File: config.mk
export PLATFORM = sky130hd
export DESIGN_NAME = onewire_master_slot_engine_unit
export DESIGN_NICKNAME = d
export VERILOG_FILES = /design/src/rtl/owm_pkg.sv /design/src/rtl/owm_front.sv /design/src/rtl/owm_fifo.sv /design/src/rtl/owm_back.sv /design/src/rtl/onewire_master_slot_engine_unit.sv
export SDC_FILE = /design/constraint.sdc
export NUM_CORES = 1
export LEC_CHECK = 0
export BUFFER_PORTS_ARGS = -buffer_cell sky130_fd_sc_hd__buf_2
export CAP_MARGIN = 20
export CORE_MARGIN = 2
export CORE_UTILIZATION = 53
export DETAILED_ROUTE_END_ITERATION = 6
export PLACE_DENSITY = 0.73
export SLEW_MARGIN = 15
export SYNTH_ARGS = -nofsm -noshare
export SYNTH_HDL_FRONTEND = slang
export SYNTH_SLANG_ARGS = --single-unit
export TNS_END_PERCENT = 10
File: constraint.sdc
create_clock -name clk -period 3.7 [get_ports clk]
set_clock_uncertainty 0.1 [all_clocks]
set_input_delay 0.37 -clock clk [delete_from_list [all_inputs] [get_ports clk]]
set_output_delay 0.37 -clock clk [all_outputs]
set_load 0.005 [all_outputs]
File: src/rtl/owm_pkg.sv
package owm_pkg;

    // Command codes on the cmd field
    localparam logic [2:0] CMD_TICK       = 3'd0;
    localparam logic [2:0] CMD_RESET      = 3'd1;
    localparam logic [2:0] CMD_WRITE_BIT  = 3'd2;
    localparam logic [2:0] CMD_READ_BIT   = 3'd3;
    localparam logic [2:0] CMD_WRITE_BYTE = 3'd4;
    localparam logic [2:0] CMD_READ_BYTE  = 3'd5;

    // Sequencer phases
    localparam logic [2:0] PH_IDLE     = 3'd0;
    localparam logic [2:0] PH_RST_LOW  = 3'd1;
    localparam logic [2:0] PH_RST_WAIT = 3'd2;
    localparam logic [2:0] PH_RST_TAIL = 3'd3;
    localparam logic [2:0] PH_SLOT_LOW = 3'd4;
    localparam logic [2:0] PH_SLOT_REL = 3'd5;

    // Register indexes (byte address 4*index)
    localparam logic [2:0] REG_RESET_LOW     = 3'd0;
    localparam logic [2:0] REG_PRESENCE_WAIT = 3'd1;
    localparam logic [2:0] REG_RESET_TAIL    = 3'd2;
    localparam logic [2:0] REG_W1_LOW        = 3'd3;
    localparam logic [2:0] REG_W1_HIGH       = 3'd4;
    localparam logic [2:0] REG_W0_LOW        = 3'd5;
    localparam logic [2:0] REG_W0_HIGH       = 3'd6;

    // Register reset values
    localparam logic [9:0] RESET_LOW_DEFAULT     = 10'd480;
    localparam logic [9:0] PRESENCE_WAIT_DEFAULT = 10'd70;
    localparam logic [9:0] RESET_TAIL_DEFAULT    = 10'd410;
    localparam logic [7:0] W1_LOW_DEFAULT        = 8'd5;
    localparam logic [7:0] W1_HIGH_DEFAULT       = 8'd55;
    localparam logic [7:0] W0_LOW_DEFAULT        = 8'd60;
    localparam logic [7:0] W0_HIGH_DEFAULT       = 8'd5;

    // Classified tick as it travels through the queue
    typedef struct packed {
        logic       start;
        logic       is_reset;
        logic       is_read;
        logic       is_byte;
        logic [7:0] tx;
        logic       level;
    } item_t;

    // Timing configuration seen by the sequencer
    typedef struct packed {
        logic [9:0] reset_low_us;
        logic [9:0] presence_wait_us;
        logic [9:0] reset_tail_us;
        logic [7:0] write_one_low_us;
        logic [7:0] write_one_high_us;
        logic [7:0] write_zero_low_us;
        logic [7:0] write_zero_high_us;
    } cfg_t;

    // Result of one tick
    typedef struct packed {
        logic       drive_low;
        logic       busy_res;
        logic       done_res;
        logic       presence;
        logic [7:0] rx_data;
        logic       rejected;
    } result_t;

    // A zero duration counts as one microsecond
    function automatic logic [9:0] at_least_one(input logic [9:0] v);
        return (v == 10'd0) ? 10'd1 : v;
    endfunction

endpackage

File: src/rtl/owm_front.sv
module owm_front
    import owm_pkg::*;
(
    input  logic [2:0] cmd,
    input  logic [7:0] tx_data,
    input  logic       line_level,
    output item_t      item
);

    // Classify the command and prepare the byte to send
    always_comb
    begin
        item          = '0;
        item.level    = line_level;
        unique case (cmd)
            CMD_RESET:
            begin
                item.start    = 1'b1;
                item.is_reset = 1'b1;
            end
            CMD_WRITE_BIT:
            begin
                item.start = 1'b1;
                item.tx    = {7'd0, tx_data[0]};
            end
            CMD_READ_BIT:
            begin
                item.start   = 1'b1;
                item.is_read = 1'b1;
            end
            CMD_WRITE_BYTE:
            begin
                item.start   = 1'b1;
                item.is_byte = 1'b1;
                item.tx      = tx_data;
            end
            CMD_READ_BYTE:
            begin
                item.start   = 1'b1;
                item.is_read = 1'b1;
                item.is_byte = 1'b1;
            end
            default:
            begin
                // plain tick, unused codes included
                item.start = 1'b0;
            end
        endcase
    end

endmodule

File: src/rtl/owm_fifo.sv
module owm_fifo
    import owm_pkg::*;
(
    input  logic  clk,
    input  logic  rst_n,
    input  logic  push_valid,
    output logic  push_ready,
    input  item_t push_item,
    output logic  pop_valid,
    input  logic  pop_ready,
    output item_t pop_item
);

    item_t      entry_mem [2];
    logic       wr_ptr_reg;
    logic       rd_ptr_reg;
    logic [1:0] count_reg;
    logic [1:0] count_next;
    logic       push;
    logic       pop;

    assign push_ready = (count_reg != 2'd2);
    assign pop_valid  = (count_reg != 2'd0);
    assign push       = push_valid && push_ready;
    assign pop        = pop_valid && pop_ready;
    assign pop_item   = entry_mem[rd_ptr_reg];

    // Track occupancy
    always_comb
    begin
        count_next = count_reg;
        if (push && !pop)
        begin
            count_next = count_reg + 2'd1;
        end
        else if (pop && !push)
        begin
            count_next = count_reg - 2'd1;
        end
    end

    // Advance pointers
    always_ff @(posedge clk or negedge rst_n)
    begin
        if (!rst_n)
        begin
            wr_ptr_reg <= 1'b0;
            rd_ptr_reg <= 1'b0;
            count_reg  <= 2'd0;
        end
        else
        begin
            count_reg <= count_next;
            if (push)
            begin
                wr_ptr_reg <= ~wr_ptr_reg;
            end
            if (pop)
            begin
                rd_ptr_reg <= ~rd_ptr_reg;
            end
        end
    end

    // Store entries
    always_ff @(posedge clk)
    begin
        if (push)
        begin
            entry_mem[wr_ptr_reg] <= push_item;
        end
    end

endmodule

File: src/rtl/owm_back.sv
module owm_back
    import owm_pkg::*;
#(
    parameter int READ_LOW_US    = 2,
    parameter int READ_SAMPLE_US = 10,
    parameter int READ_TAIL_US   = 50
)
(
    input  logic    clk,
    input  logic    rst_n,
    input  cfg_t    cfg,
    input  logic    item_valid,
    output logic    item_ready,
    input  item_t   item,
    output logic    res_valid,
    input  logic    res_ready,
    output result_t res
);

    localparam int READ_LOW_EFF    = (READ_LOW_US == 0) ? 1 : READ_LOW_US;
    localparam int READ_SAMPLE_EFF = (READ_SAMPLE_US == 0) ? 1 : READ_SAMPLE_US;
    localparam int READ_TAIL_EFF   = (READ_TAIL_US == 0) ? 1 : READ_TAIL_US;
    localparam int READ_REL_LEN    = READ_SAMPLE_EFF + READ_TAIL_EFF;

    logic [2:0] phase_reg, phase_next;
    logic [9:0] us_count_reg, us_count_next;
    logic [3:0] bits_left_reg, bits_left_next;
    logic [7:0] shift_reg, shift_next;
    logic       is_read_reg, is_read_next;
    logic       presence_reg, presence_next;
    logic       res_valid_reg;
    result_t    res_reg;
    result_t    res_next;
    logic       advance;
    logic [9:0] len;
    logic [10:0] count_inc;
    logic [2:0] pos;

    assign advance    = item_valid && (!res_valid_reg || res_ready);
    assign item_ready = !res_valid_reg || res_ready;
    assign res_valid  = res_valid_reg;
    assign res        = res_reg;

    // Step the sequencer by one microsecond
    always_comb
    begin
        phase_next     = phase_reg;
        us_count_next  = us_count_reg;
        bits_left_next = bits_left_reg;
        shift_next     = shift_reg;
        is_read_next   = is_read_reg;
        presence_next  = presence_reg;
        res_next       = '0;
        len            = 10'd1;
        count_inc      = 11'd0;
        pos            = 3'd0;

        // start a command, or flag it when busy
        if (phase_reg != PH_IDLE)
        begin
            res_next.rejected = item.start;
        end
        else if (item.start)
        begin
            us_count_next = 10'd0;
            if (item.is_reset)
            begin
                phase_next    = PH_RST_LOW;
                presence_next = 1'b0;
            end
            else
            begin
                phase_next     = PH_SLOT_LOW;
                is_read_next   = item.is_read;
                bits_left_next = item.is_byte ? 4'd8 : 4'd0;
                shift_next     = item.is_read ? 8'd0 : item.tx;
            end
        end

        if (phase_next != PH_IDLE)
        begin
            // length of the current phase
            unique case (phase_next)
                PH_RST_LOW:  len = at_least_one(cfg.reset_low_us);
                PH_RST_WAIT: len = at_least_one(cfg.presence_wait_us);
                PH_RST_TAIL: len = at_least_one(cfg.reset_tail_us);
                PH_SLOT_LOW:
                begin
                    if (is_read_next)
                        len = 10'(READ_LOW_EFF);
                    else if (shift_next[0])
                        len = at_least_one({2'd0, cfg.write_one_low_us});
                    else
                        len = at_least_one({2'd0, cfg.write_zero_low_us});
                end
                PH_SLOT_REL:
                begin
                    if (is_read_next)
                        len = 10'(READ_REL_LEN);
                    else if (shift_next[0])
                        len = at_least_one({2'd0, cfg.write_one_high_us});
                    else
                        len = at_least_one({2'd0, cfg.write_zero_high_us});
                end
                default: len = 10'd1;
            endcase

            res_next.drive_low = (phase_next == PH_RST_LOW) || (phase_next == PH_SLOT_LOW);
            count_inc = {1'b0, us_count_next} + 11'd1;

            // sample presence on the last microsecond of the wait
            if (phase_next == PH_RST_WAIT && count_inc >= {1'b0, len})
            begin
                presence_next = ~item.level;
            end

            // sample a read bit a fixed time after release
            if (phase_next == PH_SLOT_REL && is_read_next &&
                count_inc == 11'(READ_SAMPLE_EFF))
            begin
                pos = (bits_left_next == 4'd0) ? 3'd0 : 3'(4'd8 - bits_left_next);
                shift_next = shift_next | (8'(item.level) << pos);
            end

            us_count_next = count_inc[9:0];
            if (us_count_next >= len)
            begin
                us_count_next = 10'd0;
                unique case (phase_next)
                    PH_RST_LOW:  phase_next = PH_RST_WAIT;
                    PH_RST_WAIT: phase_next = PH_RST_TAIL;
                    PH_RST_TAIL:
                    begin
                        phase_next        = PH_IDLE;
                        res_next.done_res = 1'b1;
                    end
                    PH_SLOT_LOW: phase_next = PH_SLOT_REL;
                    default:
                    begin
                        if (!is_read_next)
                        begin
                            shift_next = shift_next >> 1;
                        end
                        if (bits_left_next <= 4'd1)
                        begin
                            bits_left_next    = 4'd0;
                            phase_next        = PH_IDLE;
                            res_next.done_res = 1'b1;
                        end
                        else
                        begin
                            bits_left_next = bits_left_next - 4'd1;
                            phase_next     = PH_SLOT_LOW;
                        end
                    end
                endcase
            end
        end

        res_next.busy_res = (phase_next != PH_IDLE);
        res_next.presence = presence_next;
        res_next.rx_data  = is_read_next ? shift_next : 8'd0;
    end

    // Hold sequencer state and the result register
    always_ff @(posedge clk or negedge rst_n)
    begin
        if (!rst_n)
        begin
            phase_reg     <= PH_IDLE;
            us_count_reg  <= 10'd0;
            bits_left_reg <= 4'd0;
            shift_reg     <= 8'd0;
            is_read_reg   <= 1'b0;
            presence_reg  <= 1'b0;
            res_valid_reg <= 1'b0;
        end
        else
        begin
            if (advance)
            begin
                phase_reg     <= phase_next;
                us_count_reg  <= us_count_next;
                bits_left_reg <= bits_left_next;
                shift_reg     <= shift_next;
                is_read_reg   <= is_read_next;
                presence_reg  <= presence_next;
                res_valid_reg <= 1'b1;
            end
            else if (res_ready)
            begin
                res_valid_reg <= 1'b0;
            end
        end
    end

    // Load result payload
    always_ff @(posedge clk)
    begin
        if (advance)
        begin
            res_reg <= res_next;
        end
    end

endmodule

File: src/rtl/onewire_master_slot_engine_unit.sv
// One-wire bus master, stepped by one input transfer per microsecond tick. Each tick
// carries a command (reset/presence, write or read of a bit or a byte, LSB first) and
// the bus level sampled in that microsecond; each tick returns exactly one result
// transfer with the line drive, busy, done, presence, received data and a rejected
// flag for commands given while busy. The block takes one tick per clock cycle unless
// a side stalls: a tick is decoded on the way in, waits in a two-entry queue, and the
// sequencer updates its phase counter once per tick into the result register. Each
// tick is held in the queue, then its result in the result register. Queue and result
// register let either side stall without losing ticks. Timings are set through the APB
// registers (byte address 4*index) and should be changed only while no command runs.
module onewire_master_slot_engine_unit
    import owm_pkg::*;
#(
    parameter int READ_LOW_US    = 2,
    parameter int READ_SAMPLE_US = 10,
    parameter int READ_TAIL_US   = 50
)
(
    input  logic        clk,
    input  logic        rst_n,
    input  logic        in_valid,
    output logic        in_ready,
    input  logic [2:0]  cmd,
    input  logic [7:0]  tx_data,
    input  logic        line_level,
    output logic        out_valid,
    input  logic        out_ready,
    output logic        drive_low,
    output logic        busy_res,
    output logic        done_res,
    output logic        presence,
    output logic [7:0]  rx_data,
    output logic        rejected,
    input  logic        psel,
    input  logic        penable,
    input  logic        pwrite,
    input  logic [4:0]  paddr,
    input  logic [31:0] pwdata,
    output logic [31:0] prdata,
    output logic        pready
);

    cfg_t    cfg_reg;
    item_t   front_item;
    item_t   queue_item;
    logic    queue_valid;
    logic    queue_ready;
    result_t res;
    logic    cfg_write;

    assign pready    = 1'b1;
    assign cfg_write = psel && penable && pwrite;

    // Write configuration registers
    always_ff @(posedge clk or negedge rst_n)
    begin
        if (!rst_n)
        begin
            cfg_reg.reset_low_us       <= RESET_LOW_DEFAULT;
            cfg_reg.presence_wait_us   <= PRESENCE_WAIT_DEFAULT;
            cfg_reg.reset_tail_us      <= RESET_TAIL_DEFAULT;
            cfg_reg.write_one_low_us   <= W1_LOW_DEFAULT;
            cfg_reg.write_one_high_us  <= W1_HIGH_DEFAULT;
            cfg_reg.write_zero_low_us  <= W0_LOW_DEFAULT;
            cfg_reg.write_zero_high_us <= W0_HIGH_DEFAULT;
        end
        else if (cfg_write)
        begin
            unique case (paddr[4:2])
                REG_RESET_LOW:     cfg_reg.reset_low_us       <= pwdata[9:0];
                REG_PRESENCE_WAIT: cfg_reg.presence_wait_us   <= pwdata[9:0];
                REG_RESET_TAIL:    cfg_reg.reset_tail_us      <= pwdata[9:0];
                REG_W1_LOW:        cfg_reg.write_one_low_us   <= pwdata[7:0];
                REG_W1_HIGH:       cfg_reg.write_one_high_us  <= pwdata[7:0];
                REG_W0_LOW:        cfg_reg.write_zero_low_us  <= pwdata[7:0];
                REG_W0_HIGH:       cfg_reg.write_zero_high_us <= pwdata[7:0];
                default:           cfg_reg.reset_low_us       <= cfg_reg.reset_low_us;
            endcase
        end
    end

    // Read back configuration registers
    always_comb
    begin
        unique case (paddr[4:2])
            REG_RESET_LOW:     prdata = {22'd0, cfg_reg.reset_low_us};
            REG_PRESENCE_WAIT: prdata = {22'd0, cfg_reg.presence_wait_us};
            REG_RESET_TAIL:    prdata = {22'd0, cfg_reg.reset_tail_us};
            REG_W1_LOW:        prdata = {24'd0, cfg_reg.write_one_low_us};
            REG_W1_HIGH:       prdata = {24'd0, cfg_reg.write_one_high_us};
            REG_W0_LOW:        prdata = {24'd0, cfg_reg.write_zero_low_us};
            REG_W0_HIGH:       prdata = {24'd0, cfg_reg.write_zero_high_us};
            default:           prdata = 32'd0;
        endcase
    end

    owm_front u_front (
        .cmd        (cmd),
        .tx_data    (tx_data),
        .line_level (line_level),
        .item       (front_item)
    );

    owm_fifo u_fifo (
        .clk        (clk),
        .rst_n      (rst_n),
        .push_valid (in_valid),
        .push_ready (in_ready),
        .push_item  (front_item),
        .pop_valid  (queue_valid),
        .pop_ready  (queue_ready),
        .pop_item   (queue_item)
    );

    owm_back #(
        .READ_LOW_US    (READ_LOW_US),
        .READ_SAMPLE_US (READ_SAMPLE_US),
        .READ_TAIL_US   (READ_TAIL_US)
    ) u_back (
        .clk        (clk),
        .rst_n      (rst_n),
        .cfg        (cfg_reg),
        .item_valid (queue_valid),
        .item_ready (queue_ready),
        .item       (queue_item),
        .res_valid  (out_valid),
        .res_ready  (out_ready),
        .res        (res)
    );

    assign drive_low = res.drive_low;
    assign busy_res  = res.busy_res;
    assign done_res  = res.done_res;
    assign presence  = res.presence;
    assign rx_data   = res.rx_data;
    assign rejected  = res.rejected;

    // A completing tick never reports the sequence as still running
    assert property (@(posedge clk) disable iff (!rst_n)
        out_valid |-> !(done_res && busy_res))
        else $error("done and busy reported together");

    // The line is only pulled low while a sequence is running
    assert property (@(posedge clk) disable iff (!rst_n)
        (out_valid && drive_low) |-> busy_res)
        else $error("line driven low outside a sequence");

    // A tick accepted while the output is idle passes the queue, then becomes a valid result
    assert property (@(posedge clk) disable iff (!rst_n)
        (in_valid && in_ready && !out_valid) |=> ##1 out_valid)
        else $error("accepted tick did not reach the output");

endmodule
## Yosys cells after proc, flatten, opt, wreduce, memory -nomap -nowiden

Memory sizes are Yosys's and may differ from the RTL's.
Index checks and enable logic that the tools add are counted.

| operators by class | value |
|---|---|
| multiplexer cells | 64 |
| equality and inequality tests | 18 |
| bitwise gates (word level) | 4 |
| $lt $le $gt $ge | 3 |
| shift operators | 1 |
| multipliers | 0 |
| div/mod/pow operators | 0 |
| add/sub/neg operators | 5 |
| reduce and logical (&&, ||, !) cells | 42 |

Operators with widths:

| kind | number |
|---|---|
| 10-bit two-way mux | 12 |
| 8-bit two-way mux | 13 |
| 10-bit case mux with 7 select lines | 1 |
| 10-bit case mux with 5 select lines | 1 |
| 8-bit zero test | 4 |
| 4-bit two-way mux | 8 |
| 10-bit zero test | 3 |
| 3-bit == test (second input constant) | 7 |
| 3-bit two-way mux | 7 |
| 3-bit by 2-bit == test with 1-bit output (second input constant) | 6 |
| 1-bit two-way mux | 17 |
| 8-bit case mux with 2 select lines | 1 |
| 2-bit AND reduction | 8 |
| 3-bit case mux with 4 select lines | 1 |
| 10-bit by 1-bit adder with 11-bit output (second input constant) | 1 |
| 11-bit by 4-bit == test with 1-bit output (second input constant) | 1 |
| 11-bit by 10-bit >= comparator with 1-bit output | 1 |
| 10-bit >= comparator | 1 |
| 3-bit by 1-bit == test with 1-bit output (second input constant) | 3 |
| 1-bit logical AND | 9 |
| 3-bit nonzero test | 3 |
| 8-bit bitwise OR | 1 |
| 1-bit by 3-bit << shifter with 8-bit output | 1 |
| 2-bit nonzero test | 3 |
| other kinds (17) | 24 |

| word-level totals | value |
|---|---|
| bits of input ports | 56 |
| register bits | 107 |
| memories kept | 1 |
| RAM bits | 26 |
| bits in latches | 0 |
| ROM bits | 0 |

Memory list:

| name | words | bits a word | read ports | clocked after Yosys merged registers in | write ports | line | text |
|---|---|---|---|---|---|---|---|
| u_fifo.entry_mem | 2 | 13 | 1 | 0 | 1 | owm_fifo.sv:14 | `item_t entry_mem [2];` |

## Logic depth before layout (Yosys ltp)

Gate-level depths: netlist of the first run.
An unclocked memory read counts as a cell.

| depth | value |
|---|---|
| word-level depth | 14 |
| mapped depth | 19 |
| mapped depth without buffers | 16 |

## Hierarchy

Synthesis of the first run repeated with hierarchy kept, for this count alone.

| unflattened totals | value |
|---|---|
| cell total of the unflattened synthesis | 742 |
| area, all modules | 7,986.4 µm² |

By module, submodules not included:

| module | cells each | times used | area each (µm²) |
|---|---|---|---|
| owm_back | 436 | 1 | 3,545.9 |
| onewire_master_slot_engine_unit | 232 | 1 | 3,185.6 |
| owm_fifo | 58 | 1 | 1,144.8 |
| owm_front | 16 | 1 | 110.1 |

## Worst setup path before layout of the first run

No wires, ideal clock.

| timing path | value |
|---|---|
| path kind | register to register |
| start point | register u_fifo.rd_ptr_reg |
| end point | register u_back.shift_reg[0] |
| stages on the path, launching flop included | 18 |
| arrival time | 3.727 ns |
| buffers on the path | 2 |
| path slack | -0.248 ns |
| clock period less this slack | 3.948 ns |
| cells stage by stage | dfrtp_1 -> buf_6 -> mux2_4 -> nand2_1 -> and2_1 -> ha_1 -> clkbuf_1 -> nand3_1 -> nor2_1 -> xnor2_1 -> nor2_1 -> ha_1 -> a2111o_1 -> a2111oi_2 -> nor2_1 -> o211ai_1 -> nand3_1 -> a32o_2 |

| on the way | value |
|---|---|
| longest elaborated chain between the ends | 14 |
| elaborated cells between the ends (all ways) | 45 |
| classes of those cells | add/sub (2); order compare (1); eq/ne (6); shift (1); mux (28); bitwise (1); reduce/logical (5); memory (1) |

RTL lines:

| what | line | text |
|---|---|---|
| start: declaration | owm_fifo.sv:16 | `logic rd_ptr_reg;` |
| start signal: assignment | owm_fifo.sv:60 | `rd_ptr_reg <= ~rd_ptr_reg;` |
| memory read 2 x 13 bit * | n/a |  |
| branches (longest 12 deep; another with 10-bit >= comparator) | n/a |  |
| 8-bit two-way mux * | owm_back.sv:80 | `if (phase_next != PH_IDLE)` |
| end signal: assignment | owm_back.sv:185 | `shift_reg <= shift_next;` |
| end: declaration | owm_back.sv:28 | `logic [7:0] shift_reg, shift_next;` |

Mark *: on every way between the ends. The select of a mux whose other input is x is not followed.
A chain may end at the register's enable or synchronous reset.

## Final worst setup path of the first run

| timing path | value |
|---|---|
| start point | register u_fifo.rd_ptr_reg |
| end point | register u_back.shift_reg[4] |

Same word-level chain as after synthesis.

==> impl_metrics.py, run 1 <==
metrics = {
    "worst_setup_path": {
        "path_class": "reg2reg",
        "critical-path-top-delay-family": "compound AO/OA/AOI/OAI gates",
        "cp-start-kind": "flip-flop",
        "cp_max_fo": 6,
        "cp_num_buf_inv": 3,
        "slowest_stage": "dfrtp_2",
        "worstReg2RegStart": "u_fifo.rd_ptr_reg",
        "cp.required_ps": 3910,
        "slowest_delay_ps": 480,
        "cp-end-kind": "flip-flop",
        "crit_chain": "mux2_4 > nand3_4 > mux2i_4 > buf_12 > buf_6 > mux2_2 > a311oi_2 > ha_1 > o211ai_1 > a21oi_2 > a2111oi_4 > nor2_4 > o211ai_1 > buf_4 > and3_1 > a21oi_2",
        "arrival_ps": 4090,
        "crit_start": "u_fifo.rd_ptr_reg",
    },
    "final_layout": {
        "antenna_cells": 0,
        "utilization_pct": 65.7,
        "area_growth_pct": 20.0,
        "largest_register_ffs": 62,
        "nNetsFinal": 893,
        "final_cell_area_mm2": 0.00919,
        "final_layout_size_suffix_gt1_share_pct": 35.6,
    },
    "floorplanning": {
        "coreArea_mm2": 0.0140,
        "boundaryPins": 104,
        "die_x_um": 124,
        "initial_core_util_pct": 54.7,
        "rows": 43,
        "dieHeight_um": 124,
        "die-area_mm2": 0.0154,
    },
    "cts": {
        "clock_path_buffers": 2,
        "clk-insertion-delay-late_ps": 430,
        "cts_tree": "built",
        "cts_max_level": 4,
        "clkSlewWorstSetupHoldPaths_ps": 60,
        "cts_buffers": 17,
        "cts.sinks": 133,
        "cts_root_buf": "clkbuf_16",
    },
    "global_routing": {
        "grt_max_degree": 55,
        "grt-ovfl-total": 0,
        "grtUsageTotal_pct": 26.3,
        "antenna_found_initial": 0,
        "first_global_vias": 6240,
        "grt_pass1_wl_um": 32300,
    },
    "place": {
        "dp_hpwl_um": 14000,
        "numPortBuffers": 56,
        "gp_congestion": 0.918,
        "placed_cell_area_mm2": 0.00838,
    },
    "detailed_routing": {
        "drt_iter0_markers": 627,
        "totalWireLength_um": 19700,
        "wl_per_cell_um": 19.5,
        "drc": 0,
        "drt-vias-per-instance": 6.16,
        "detail-route-antenna-nets": 0,
        "first_pass_iters": 7,
        "vias": 6254,
    },
    "synth": {
        "syn-cell-area_mm2": 0.00766,
        "ys_dominant_reg_cell": "dfrtp_1",
        "synth_edf_count": 39,
        "ys_warn_count": 0,
        "synthTopCellsByArea": "dfrtp_1 (23%), edfxtp_1 (15%), mux2_2 (10%)",
        "syn_area_per_cell_um2": 10.6,
        "synth-async-reset-ratio_pct": 70.7,
        "netlist_instances": 721,
        "synth.top_cell.area_share_pct": 22.5,
        "ys_types": 72,
        "yosysTopAreaCell": "dfrtp_1",
        "ys_seq_elements": 133,
        "seq_area_frac_synth_pct": 46.4,
    },
    "outcome": {
        "status": "finished, violations left",
        "violations": "setup timing",
    },
    "timing": {
        "fmax_mhz": 258,
        "rsz0062_at_grt": "true",
        "tightest_slew_ps": 985,
        "slew_viol_final": 0,
        "setup_slack_ps": -182,
        "min_period_ps": 3880,
        "finalHoldViolations": 0,
        "post-route-period-util_pct": 105,
        "slew_headroom_pct": 34.0,
        "setup_violations": 27,
    },
    "hold_path": {
        "hold_class": "in2reg",
        "hold_start": "line_level",
    },
    "pwr": {
        "p_per_area_mw_per_mm2": 808,
        "power_leakage_nw": 3.94,
        "irDropWorstVdd_mv": 0.470,
    },
    "job": {
        "drv_cap": 0,
    },
}
worst paths after layout:
| kind | endpoint | slack (ps) | depth (start not counted) |
|---|---|---|---|
| min | u_fifo.entry_mem[0][0] | 60 | 1 |
| max | u_back.shift_reg[4] | -180 | 16 |
| max reg2reg | u_back.shift_reg[4] | -180 | 16 |
| min in group asynchronous | u_back.shift_reg[5] | 450 | 2 |
| min reg2reg | u_fifo.wr_ptr_reg | 410 | 1 |
| max in group asynchronous | cfg_reg[2] | 2210 | 3 |
cells in the mapped netlist, drive strengths merged (3+ instances only):
master  instances
a21oi          49
nand2          57
nand3          14
o211ai          4
mux2           71
o21a            5
nor3b           5
nor2           62
o21ai          27
mux2i          37
xnor2           9
clkbuf         23
ha             15
a222oi          7
nand2b         13
nor2b          10
o221ai          3
a31oi           8
nor3           19
nand3b          4
buf            37
o41ai           3
and2            8
mux4            5
or4             8
o22ai          11
and3            4
nand4           6
inv            11
edfxtp         39
dfrtp          69
nor4           10
xor2            6
o31ai           7
a22oi           4
dfstp          25
where the power goes:
part | internal (mW) | total [mW] | leakage (nW) | switching (mW)
Combinational | 1.57 | 3.46 | 2.16 | 1.89
Sequential | 2.01 | 2.35 | 1.50 | 0.339
Clock | 0.978 | 1.62 | 0.278 | 0.639
Total | 4.56 | 7.43 | 3.94 | 2.87
placed cells by master (no fill, tap or decap), types with 5 or more instances in the layout:
| cell | n |
|---|---|
| mux2_2 | 68 |
| dfrtp_1 | 68 |
| nor2_1 | 57 |
| buf_4 | 57 |
| buf_2 | 55 |
| nand2_1 | 54 |
| a21oi_1 | 43 |
| edfxtp_1 | 39 |
| mux2i_1 | 32 |
| dfstp_2 | 25 |
| conb_1 | 23 |
| clkbuf_16 | 18 |
| nor3_1 | 15 |
| o21ai_0 | 14 |
| nand3_1 | 13 |
| ha_1 | 13 |
| o21ai_1 | 12 |
| nand2b_1 | 12 |
| nor4_1 | 10 |
| inv_1 | 10 |
| nor2b_1 | 10 |
| xnor2_1 | 9 |
| or4_1 | 8 |
| a31oi_1 | 8 |
| o22ai_1 | 8 |
| a222oi_1 | 7 |
| and2_1 | 7 |
| o31ai_1 | 6 |
| nand4_1 | 6 |
| xor2_1 | 6 |
| buf_6 | 6 |
| a21oi_2 | 5 |
| mux4_2 | 5 |
| clkinv_2 | 5 |
routing by layer:
metal  vias to the layer above  wire length [um]  global-route usage, %
li1                       2839                 -                      -
met1                      3073              8130                   34.4
met2                       295              9660                   42.8
met3                        47              1420                   6.41
met4                         0               531                   9.52
met5                         -                 0                      0
metrics by stage:
step	power, mW	setup TNS, ps	hold WS [ps]	std cells	worst slack [ps]
2_1_floorplan	4.29	0	-25.6	742	48.2
3_3_place_gp	5.31	-1390	376	975	-167
3_5_place_dp	5.44	-4200	379	975	-335
4_1_cts	7.25	-2710	51.1	1013	-188
5_1_grt	7.85	-7820	51.6	1015	-377
6_report	7.43	-2420	57.6	1015	-182
logic make-up (layout without fill, tap and decap cells):
logic type	count (synthesis)	after routing	share of synthesized area, %
xor gates and xnor gates	15	15	1.72
and+or+nand+nor	226	226	15.0
buffers and inverters	71	164	5.00
AOI/OAI and AO/OA	146	146	12.4
muxes	113	113	16.8
DFF	133	133	46.4
other	2	23	0.0981
adders and majority gates	15	15	2.45
timing repair:
action                     CTS  global route
hold endpoints to repair    45             0
resized for setup           22            23
hold buffers                 1             0
setup endpoints to repair   28            29
pin swaps                   14            10
buffers inserted             5             1
cell type report:
| cell class | count | area (um2) |
|---|---|---|
| well taps | 180 | 225 |
| clock inverters | 12 | 101 |
| clock buffers | 20 | 468 |
| inverters | 11 | 41.3 |
| repair buffers | 121 | 821 |
| flip-flops and latches | 133 | 3560 |
| fillers | 1039 | 4800 |
| multi-input cells | 538 | 3980 |
No activity file was read; power rests on OpenSTA's default activity.
==> run 2, diff against run 1 <==
--- a/config.mk
+++ b/config.mk
@@ -5,6 +5,7 @@
 export SDC_FILE = /design/constraint.sdc
 export NUM_CORES = 1
 export LEC_CHECK = 0
+export ABC_AREA = 1
 export BUFFER_PORTS_ARGS = -buffer_cell sky130_fd_sc_hd__buf_2
 export CAP_MARGIN = 20
 export CORE_MARGIN = 2
==> run 2 against run 1 <==
  * The flow now finishes without violations
  * Sequential power about the same
  * Non-clock buffer count grew 15
  * Synthesized area down 0.34%
  * Clock power barely moved
  * Final cell count grew 28%
  * First-iteration DRC count rose by 18%
  * Combinational power grew 29%
  * Count of clock-buffer cells in the layout fell by 3
  * Critical path depth up 6
  * Worst setup slack better by 200 ps
  * Die area fell by 0.34%
  * Critical path type unchanged
  * Largest power group unchanged
==> impl_metrics.py, run 2 <==
metrics = {
    "synth": {
        "synth.most_common_cell": "nand2_1",
        "synth_compound_area_share_pct": 16.3,
        "synth_top_cells_by_count": "nand2_1 (230), inv_1 (143), o21ai_0 (125), nor2_1 (79), dfrtp_1 (69)",
        "ys_warn_count": 0,
        "ys_types": 44,
        "synth_edf_count": 39,
        "ys_dominant_reg_cell": "dfrtp_1",
        "synthTopCellsByArea": "dfrtp_1 (23%), edfxtp_1 (15%), nand2_1 (11%)",
        "synthSimpleGateAreaFrac_pct": 22.0,
        "yosysTopAreaCell": "dfrtp_1",
        "synth_adder_area_share_pct": 2.46,
        "ys_seq_elements": 133,
        "syn-cell-area_mm2": 0.00763,
        "syn_area_per_cell_um2": 7.78,
        "synth.top_cell.area_share_pct": 22.6,
        "seq_area_frac_synth_pct": 46.6,
        "synth_top_family_by_area": "simple AND/OR/NAND/NOR gates",
        "muxShareOfSynthArea_pct": 0.787,
        "synth_xor_area_share_pct": 0.459,
        "netlist_instances": 981,
        "synth-async-reset-ratio_pct": 70.7,
    },
    "timing": {
        "post-route-period-util_pct": 99.4,
        "finalHoldViolations": 0,
        "slew_viol_final": 0,
        "min_period_ps": 3680,
        "slew_headroom_pct": 28.5,
        "fmax_mhz": 272,
        "tns_ps": 0,
        "rsz0062_at_grt": "true",
        "setup_violations": 0,
        "tightest_slew_ps": 1060,
    },
    "final_layout": {
        "utilization_pct": 66.9,
        "largest_register_ffs": 62,
        "fillCellCount": 1190,
        "register_area_mm2": 0.00356,
        "multi_input_area_mm2": 0.00352,
        "layout_commonest_cell": "nand2_1",
        "final_cell_area_mm2": 0.00936,
        "antenna_cells": 0,
        "area_growth_pct": 22.7,
        "final_cell_mix": "nand2_1 (214), inv_1 (137), o21ai_0 (104)",
        "final_layout_size_suffix_gt1_share_pct": 23.4,
        "nNetsFinal": 1179,
    },
    "cts": {
        "cts_buffers": 17,
        "cts_tree": "built",
        "clk-insertion-delay-late_ps": 430,
        "cts_root_buf": "clkbuf_16",
        "clkSlewWorstSetupHoldPaths_ps": 60,
        "cts.sinks": 133,
        "clock_path_buffers": 2,
        "cts_max_level": 4,
    },
    "outcome": {
        "status": "finished clean",
    },
    "floorplanning": {
        "dieHeight_um": 124,
        "initial_core_util_pct": 54.6,
        "die_x_um": 124,
        "die-area_mm2": 0.0154,
        "boundaryPins": 104,
        "coreArea_mm2": 0.0140,
        "rows": 43,
    },
    "detailed_routing": {
        "wl_per_cell_um": 16.7,
        "drt-vias-per-instance": 5.63,
        "detail-route-antenna-nets": 0,
        "totalWireLength_um": 21700,
        "first_pass_iters": 6,
        "vias": 7322,
        "drc": 0,
        "drt_iter0_markers": 740,
    },
    "worst_setup_path": {
        "cp_max_fo": 14,
        "cp-start-kind": "flip-flop",
        "cp.required_ps": 3790,
        "arrival_ps": 3770,
        "cp-end-kind": "flip-flop",
        "path_class": "reg2reg",
    },
    "place": {
        "dp_hpwl_um": 15500,
        "numPortBuffers": 56,
        "placed_cell_area_mm2": 0.00848,
        "gp_congestion": 0.961,
    },
    "pwr": {
        "power_leakage_nw": 4.49,
        "power.internal_mw": 4.77,
        "switching_share_pct": 43.4,
        "clkPwrFrac_pct": 19.6,
        "seqPwrFrac_pct": 27.6,
        "p_per_area_mw_per_mm2": 900,
        "p_sw_mw": 3.66,
        "finalPower_mw": 8.43,
        "irDropWorstVdd_mv": 0.541,
        "combPwrFrac_pct": 52.9,
    },
    "global_routing": {
        "grt_pass1_wl_um": 33800,
        "antenna_found_initial": 0,
        "first_global_vias": 6766,
        "grt_max_degree": 47,
        "grt-ovfl-total": 0,
        "grtUsageTotal_pct": 29.3,
    },
    "hold_path": {
        "hold_class": "in2reg",
    },
    "job": {
        "drv_cap": 0,
    },
}
[run 2: cell count changes after synthesis, sizes merged, moves of 10 or more]
cell	previous run	this run
inv	11	153
nor3	19	6
nor2	62	85
a21oi	49	34
nand3	14	45
mux2i	37	6
nor2b	10	0
o21ai	27	127
nand2b	13	0
o22ai	11	22
nand2	57	233
mux2	71	0
[run 2: area by class of cell]
| type | count | share of cell area [%] |
|---|---|---|
| Sequential cell | 133 | 38.0 |
| Multi-Input combinational cell | 667 | 37.6 |
| Timing Repair Buffer | 136 | 9.77 |
| Inverter | 153 | 6.16 |
| Clock buffer | 17 | 4.54 |
| Tap cell | 180 | 2.41 |
| Clock inverter | 15 | 1.51 |
[run 2: kinds of logic (layout without fill, tap and decap cells)]
group / after synthesis / after routing
other: 2 / 23
buffers and inverters: 202 / 321
multiplexers: 6 / 6
AO/OA/AOI/OAI: 221 / 221
adder cells (fa/ha/maj): 15 / 15
flip-flops: 133 / 133
AND/OR/NAND/NOR: 398 / 398
XOR/XNOR: 4 / 4
[run 2: power by group through the flow]
stage | Sequential, mW | Combinational [mW] | Clock (mW)
2_1_floorplan | 2.26 | 2.34 | 0
3_3_place_gp | 2.31 | 3.79 | 0
3_5_place_dp | 2.33 | 3.89 | 0
4_1_cts | 2.31 | 4.00 | 1.66
5_1_grt | 2.37 | 4.93 | 1.72
6_report | 2.32 | 4.45 | 1.65
[run 2: worst paths after layout]
kind | start | end | slack [ps] | cells past startpoint
max in group asynchronous | rst_n | cfg_reg[2] | 2210 | 3
max reg2reg | u_back.phase_reg[2] | u_back.res[2] | 20 | 22
max | u_back.phase_reg[2] | u_back.res[2] | 20 | 22
min in group asynchronous | rst_n | u_back.shift_reg[3] | 420 | 2
min reg2reg | u_fifo.count_reg[0] | u_fifo.count_reg[0] | 380 | 1
min | out_ready | u_back.res_valid | 40 | 2
[run 2: worst max-delay path: stages, from the launching register on]
cell and delay, ps:
dfrtp_1 420, inv_1 160, nand3_1 200, nor2_4 150
nand3_2 100, nand2_4 110, inv_2 50, buf_12 130
o211ai_1 210, o31ai_2 140, a221oi_2 260, ha_1 180
nand2_2 70, nor2_2 80, nand4_1 170, o2111ai_4 310
nand3_2 160, inv_2 120, nand2_4 70, inv_4 80
nand2_1 60, nand2_1 70, nor2_1 40
[run 2: routing by layer]
layer  GRT usage, %  share of wire (%)  wire (um)  vias up
li1               -                  -          -     3462
met1           40.4                 42       9210     3444
met2           44.3                 46       9980      361
met3           7.55                8.9       1930       55
met4           12.0                2.7        579        0
met5              0                  0          0        -
[run 2: timing repair]
| item | CTS | global route |
|---|---|---|
| hold endpoints to repair | 38 | 0 |
| hold buffers | 1 | 0 |
| gates cloned | 0 | 1 |
| gates resized for setup | 15 | 72 |
| endpoints found under the setup margin | 18 | 28 |
| pin swaps | 2 | 32 |
| buffers inserted | 1 | 7 |
[run 2: metrics by stage]
stage                     worst slack (ps)  hold slack, ps  std cells
after global placement               -79.5             332       1259
after detailed placement             -97.9             330       1259
after CTS                             7.47            33.4       1293
after global routing                  -299            39.4       1301
after floorplan                       93.9           -25.6       1002
final                                 21.9            39.9       1301
